### config.mk
export PLATFORM = sky130hd
export DESIGN_NAME = euclidean_pattern_generator
export DESIGN_NICKNAME = d
export VERILOG_FILES = /design/src/rtl/core/epg_pkg.sv /design/src/rtl/core/euclidean_pattern_generator.sv /design/src/rtl/core/epg_reduce.sv
export VERILOG_INCLUDE_DIRS = /design/src /design/src/rtl/core
export SDC_FILE = /design/constraint.sdc
export NUM_CORES = 1
export LEC_CHECK = 0
export ABC_AREA = 1
export BUFFER_PORTS_ARGS = -buffer_cell sky130_fd_sc_hd__clkbuf_2
export CAP_MARGIN = 10
export CORE_MARGIN = 2
export CORE_UTILIZATION = 50
export DETAILED_ROUTE_END_ITERATION = 8
export PLACE_DENSITY = 0.8
export SLEW_MARGIN = 10
export SYNTH_ARGS = -nofsm -noshare
export SYNTH_HDL_FRONTEND = slang
export SYNTH_SLANG_ARGS = --single-unit
### constraint.sdc
create_clock -name clk -period 3.7 [get_ports clk]
set_input_delay 0.555 -clock clk [delete_from_list [all_inputs] [get_ports clk]]
set_output_delay 0.555 -clock clk [all_outputs]
set_load 0.005 [all_outputs]
### src/rtl/core/assert_macros.svh
// ----------------------------------------------------------------------------
// Assertion macros
// Shared concurrent assertion forms for the pattern generator.
// ----------------------------------------------------------------------------
`ifndef ASSERT_MACROS_SVH
`define ASSERT_MACROS_SVH

// same-cycle implication
`define EPG_ASSERT_IMPL(lbl, clk, rst_n, ante, cons) \
	lbl: assert property (@(posedge clk) disable iff (!rst_n) (ante) |-> (cons)) \
		else $error("assertion failed");

// next-cycle implication
`define EPG_ASSERT_NEXT(lbl, clk, rst_n, ante, cons) \
	lbl: assert property (@(posedge clk) disable iff (!rst_n) (ante) |=> (cons)) \
		else $error("assertion failed");

`endif

### src/rtl/core/epg_pkg.sv
// ----------------------------------------------------------------------------
// Euclidean pattern generator package
// Widths, state codes and the request type of the shared reduce unit.
// ----------------------------------------------------------------------------
`default_nettype none

package epg_pkg;

	localparam int MASK_W = 32;
	localparam int LEN_W  = 6;
	localparam int POS_W  = 5;
	localparam int ROT_W  = 16;
	localparam int CNT_W  = 5;

	localparam logic [MASK_W-1:0] MASK_ALL = '1;
	localparam logic [CNT_W-1:0]  MOD_LAST = CNT_W'(ROT_W - 1);

	typedef enum logic [3:0] {
		ST_IDLE = 4'b0001,
		ST_MOD  = 4'b0010,
		ST_GEN  = 4'b0100,
		ST_DONE = 4'b1000
	} state_t;

	typedef struct packed {
		logic [LEN_W-1:0] num;
		logic [LEN_W-1:0] modulus;
	} red_req_t;

endpackage

`default_nettype wire

### src/rtl/core/euclidean_pattern_generator.sv
// ----------------------------------------------------------------------------
// Euclidean pattern generator
// Spreads pulses over steps in Bresenham form and rotates the hit mask.
// ----------------------------------------------------------------------------
// channel   handshake        payload
// item in   start / busy     step_count, pulse_count, rotate_by
// result    done (strobe)    hit_mask
//
// An item first takes the floored remainder of the rotation (one bit a
// cycle through the shared reduce unit), then one step a cycle over the
// clamped length, then one cycle with done high.
// busy is high from the cycle after acceptance through the done cycle.
// Reset clears the sequencer only. The receiver cannot stall a result.
// ----------------------------------------------------------------------------
`default_nettype none

`include "assert_macros.svh"

module euclidean_pattern_generator
	import epg_pkg::*;
#(
	parameter int MAX_STEPS = 32
) (
	input  wire              clk,
	input  wire              arst_n,
	input  wire              start,
	output logic             busy,
	input  wire  [LEN_W-1:0] step_count,
	input  wire  [LEN_W-1:0] pulse_count,
	input  wire  [ROT_W-1:0] rotate_by,
	output logic             done,
	output logic [MASK_W-1:0] hit_mask
);

	localparam logic [LEN_W-1:0] LEN_MAX = LEN_W'(MAX_STEPS);

	state_t            state_q;
	logic [CNT_W-1:0]  cnt_q;
	logic [LEN_W-1:0]  len_q;
	logic [LEN_W-1:0]  hits_q;
	logic [ROT_W-1:0]  mag_q;
	logic              neg_q;
	logic [POS_W-1:0]  rem_q;
	logic [POS_W-1:0]  acc_q;
	logic [POS_W-1:0]  pos_q;
	logic [MASK_W-1:0] mask_q;

	logic [LEN_W-1:0]  len_c;
	logic [LEN_W-1:0]  hits_c;
	logic [LEN_W-1:0]  wrap_pos;
	red_req_t          red_req;
	logic [POS_W-1:0]  red_res;
	logic [LEN_W-1:0]  fix_c;

	epg_reduce u_reduce (
		.req (red_req),
		.res (red_res)
	);

	always_comb begin
		if (step_count == '0) begin
			len_c = LEN_W'(1);
		end else if (step_count > LEN_MAX) begin
			len_c = LEN_MAX;
		end else begin
			len_c = step_count;
		end
		hits_c = (pulse_count > len_c) ? len_c : pulse_count;
	end

	always_comb begin
		red_req.modulus = len_q;
		if (state_q == ST_MOD) begin
			red_req.num = {rem_q, mag_q[ROT_W-1]};
		end else begin
			red_req.num = {1'b0, acc_q} + hits_q;
		end
		fix_c    = len_q - {1'b0, red_res};
		wrap_pos = len_q - LEN_W'(1);
	end

	always_ff @(posedge clk or negedge arst_n) begin
		if (!arst_n) begin
			state_q <= ST_IDLE;
			cnt_q   <= '0;
		end else begin
			unique case (state_q)
				ST_IDLE: begin
					if (start) begin
						state_q <= ST_MOD;
						cnt_q   <= MOD_LAST;
					end
				end
				ST_MOD: begin
					if (cnt_q == '0) begin
						state_q <= ST_GEN;
						cnt_q   <= wrap_pos[CNT_W-1:0];
					end else begin
						cnt_q <= cnt_q - CNT_W'(1);
					end
				end
				ST_GEN: begin
					if (cnt_q == '0) begin
						state_q <= ST_DONE;
					end else begin
						cnt_q <= cnt_q - CNT_W'(1);
					end
				end
				ST_DONE: begin
					state_q <= ST_IDLE;
				end
				default: begin
					state_q <= ST_IDLE;
				end
			endcase
		end
	end

	always_ff @(posedge clk) begin
		unique case (state_q)
			ST_IDLE: begin
				if (start) begin
					len_q  <= len_c;
					hits_q <= hits_c;
					neg_q  <= rotate_by[ROT_W-1];
					mag_q  <= rotate_by[ROT_W-1] ? (~rotate_by + ROT_W'(1)) : rotate_by;
					rem_q  <= '0;
				end
			end
			ST_MOD: begin
				rem_q <= red_res;
				mag_q <= {mag_q[ROT_W-2:0], 1'b0};
				if (cnt_q == '0) begin
					acc_q  <= '0;
					mask_q <= '0;
					if (neg_q && red_res != '0) begin
						pos_q <= fix_c[POS_W-1:0];
					end else begin
						pos_q <= red_res;
					end
				end
			end
			ST_GEN: begin
				mask_q[pos_q] <= ({1'b0, acc_q} < hits_q);
				acc_q         <= red_res;
				if ({1'b0, pos_q} == wrap_pos) begin
					pos_q <= '0;
				end else begin
					pos_q <= pos_q + POS_W'(1);
				end
			end
			ST_DONE: begin
			end
			default: begin
			end
		endcase
	end

	assign busy     = (state_q != ST_IDLE);
	assign done     = (state_q == ST_DONE);
	assign hit_mask = mask_q;

	`EPG_ASSERT_IMPL(a_mask_window, clk, arst_n, done, (hit_mask & (MASK_ALL << len_q)) == '0)
	`EPG_ASSERT_NEXT(a_accept_busy, clk, arst_n, start && !busy, busy && !done)
	`EPG_ASSERT_NEXT(a_done_idle, clk, arst_n, done, !busy && !done)

endmodule

`default_nettype wire

### src/rtl/core/epg_reduce.sv
// ----------------------------------------------------------------------------
// Shared reduce unit
// One compare and conditional subtract: num mod modulus for num < 2*modulus.
// ----------------------------------------------------------------------------
`default_nettype none

module epg_reduce
	import epg_pkg::*;
(
	input  wire red_req_t         req,
	output logic      [POS_W-1:0] res
);

	logic [LEN_W-1:0] diff;

	always_comb begin
		diff = req.num - req.modulus;
		if (req.num >= req.modulus) begin
			res = diff[POS_W-1:0];
		end else begin
			res = req.num[POS_W-1:0];
		end
	end

endmodule

`default_nettype wire

==> summary.txt <==
area added between synthesis and finish -> 15.4%
n_diodes -> 0
Synth top cells by count -> nand2_1 (100), nor2_1 (81), edfxtp_1 (76)
CTS tree -> built
drt via density -> 5.40
first-pass GRT wire length -> 20.3 mm
Worst-Margin Slew -> 633 ps
HP Class -> input port to asynchronous set/reset pin
final period utilization -> 96.7%
max incr delay on CP -> 420 ps
pin count of the biggest net entering global routing -> 43
Reg clk slew, reported paths -> 80 ps
Yosys top cell by area -> edfxtp_1
fmax -> 0.279 GHz
Data required, critical path -> 3830 ps
Initial DRC Count -> 303
DIE WIDTH -> 108 µm
die area -> 0.0118 mm²
layout cells sized above 1 -> 20.9%
Initial Util -> 50.8%
Static Leak -> 0.00277 µW
crit path max fanout -> 4
Slowest-stage cell, CP -> fa_1
final slew viol count -> 0
# fillers -> 986
Detailed Route WL -> 12.4 mm
RSZ-0062 raised after global routing -> yes
CP endpoint kind -> flip-flop
syn_area_per_cell -> 8.59 µm²
# rows -> 38
CTS Sinks -> 85
wire length per cell -> 14.4 µm
total gr overflow -> 0
Synth Instances -> 635
ys flop type -> edfxtp_1
hold_ws -> 27.5 ps
Netlist cell types -> 45
router iterations before antenna repair -> 4
CP Data Arrival Time -> 3700 ps
Final Skew -> 14.4 ps
total global-route track usage -> 21.9%
setup violators final -> 0
Final ANT Viol Nets -> 0
fin crit period -> 3580 ps
Reg2Reg Setup Slack -> 120 ps
post-route cell area -> 0.00630 mm²
Residual DRC -> 0
DR vias -> 4634
Util after Layout -> 58.6%
Synth area leaders -> edfxtp_1 (42%), ha_1 (7.3%), nand2_1 (6.9%)
Post-Syn Nets -> 701
most frequent cell after synthesis -> nand2_1
top cell type's share of synthesized area -> 41.8%
flops & latches, synth -> 85
status -> completed
MaxCap Viol Count -> 0
final setup margin -> 121 ps
Final #Nets -> 779
Clock Path Buffers -> 2
Clock Latency Late Sink -> 370 ps
initial antenna violation count -> 0
Async SR Flop Fraction -> 10.6%
Die H -> 108 µm
cell area after synthesis -> 0.00546 mm²
post-DP HPWL -> 9.00 mm
Final Hold Viols -> 0
DP Worst Slack -> -93.2 ps
post-synthesis sequential area ratio -> 46.0%
vias in the first global route -> 4501
YS warnings -> 0
TritonCTS Buffers -> 9
relative slew slack -> 57.8%
Worst IR Drop VDD -> 0.490 mV
Post-synth EDFFs -> 76
GP Congestion -> 0.938
DP Area -> 0.00595 mm²
setup TNS -> 0 ps
Startpoint Class -> flip-flop
crit-path most repeated cell -> nand2_1
Port Buffers -> 64
IO Pins -> 65
Setup CP Type -> flip-flop to flip-flop
CTS H-tree depth -> 3
CTS root buffer -> clkbuf_8
Hold Buf Count CTS -> 0
PwrDens -> 1040 mW/mm²
Placeable Area -> 0.0107 mm²
-- cells in the final DEF, fill, tap and decap left out, drive strengths merged, types with 2 or more instances in the layout --
cell / n
a21oi: 56
a31oi: 2
buf: 21
clkbuf: 75
clkinv: 3
dfrtp: 8
edfxtp: 76
fa: 3
ha: 32
inv: 82
nand2: 110
nand3: 39
nand3b: 2
nand4: 3
nor2: 87
nor3: 7
nor4: 2
o21ai: 67
o21bai: 2
o22ai: 2
o31ai: 3
or2: 3
xnor2: 5
xor2: 19
-- cell families after synthesis --
logic type / count (synthesis) / synth area share, %
flops: 85 / 46.0
compound gates: 138 / 13.7
xor+xnor: 24 / 3.85
simple gates: 253 / 20.9
fa+ha+maj: 35 / 8.44
buf+inv: 100 / 7.09
-- path summary, 6_finish.rpt --
path | start | endpoint | cells after the start
worst max-delay path | hits_q[0]$_DFFE_PP_ | pos_q[4]$_DFFE_PP_ | 26
worst min-delay path | arst_n | state_q[1]$_DFFE_PN0P_ | 1
worst max register to register | hits_q[0]$_DFFE_PP_ | pos_q[4]$_DFFE_PP_ | 26
worst min register to register | mag_q[8]$_DFFE_PP_ | mag_q[9]$_DFFE_PP_ | 2
max in group asynchronous | arst_n | state_q[0]$_DFFE_PN1P_ | 1
min in group clk | start | state_q[0]$_DFFE_PN1P_ | 4
-- final cells by class --
class                           instances  area (µm²)  share of cell area, %
Timing Repair Buffer                   85         478                   7.59
Clock inverter                          5        60.1                  0.954
Tap cell                              140         175                   2.78
Multi-Input combinational cell        450        2630                   41.8
Inverter                               82         310                   4.93
Sequential cell                        85        2510                   39.8
Clock buffer                           11         131                   2.09
-- repair_timing --
item                                    CTS  global route
endpoints found under the setup margin    2             5
pin swaps                                 0            18
buffers inserted                          0            11
gates resized for setup                   3            17
-- where the power goes --
group	internal (µW)	leakage, µW	switching (µW)
clock	315	0.0000939	351
sequential	1510	0.000810	195
combinational	1640	0.00186	2510
total	3470	0.00277	3060
-- layer usage --
layer  wire [µm]  GRT usage (%)  up-vias
met5           0              0        -
met4         278           8.79        0
met3         654           4.94       23
li1            -              -     2291
met1        5200           26.9     2162
met2        6240           37.1      158
-- worst max-delay path: cells and delay by family, from the launching register on --
kind / cells / cell delay, ps
flip-flops: 1 / 410
buffers and inverters: 3 / 190
adder cells (fa/ha/maj): 4 / 1370
AND/OR/NAND/NOR: 19 / 1390
-- state kept, by name, summed over array words and instances (netlist names) --
name,flops
pos_q,5
acc_q,5
hit_mask,32
cnt_q,5
state_q,4
len_q,6
neg_q,1
rem_q,5
hits_q,6
mag_q,16
-- per-stage QoR --
stage,instances,power [µW]
final,858,6520
after global routing,858,7070
after CTS,847,5930
after detailed placement,831,5240
after global placement,831,5120
after floorplan,635,4340
(Power assumes the default switching activity.)
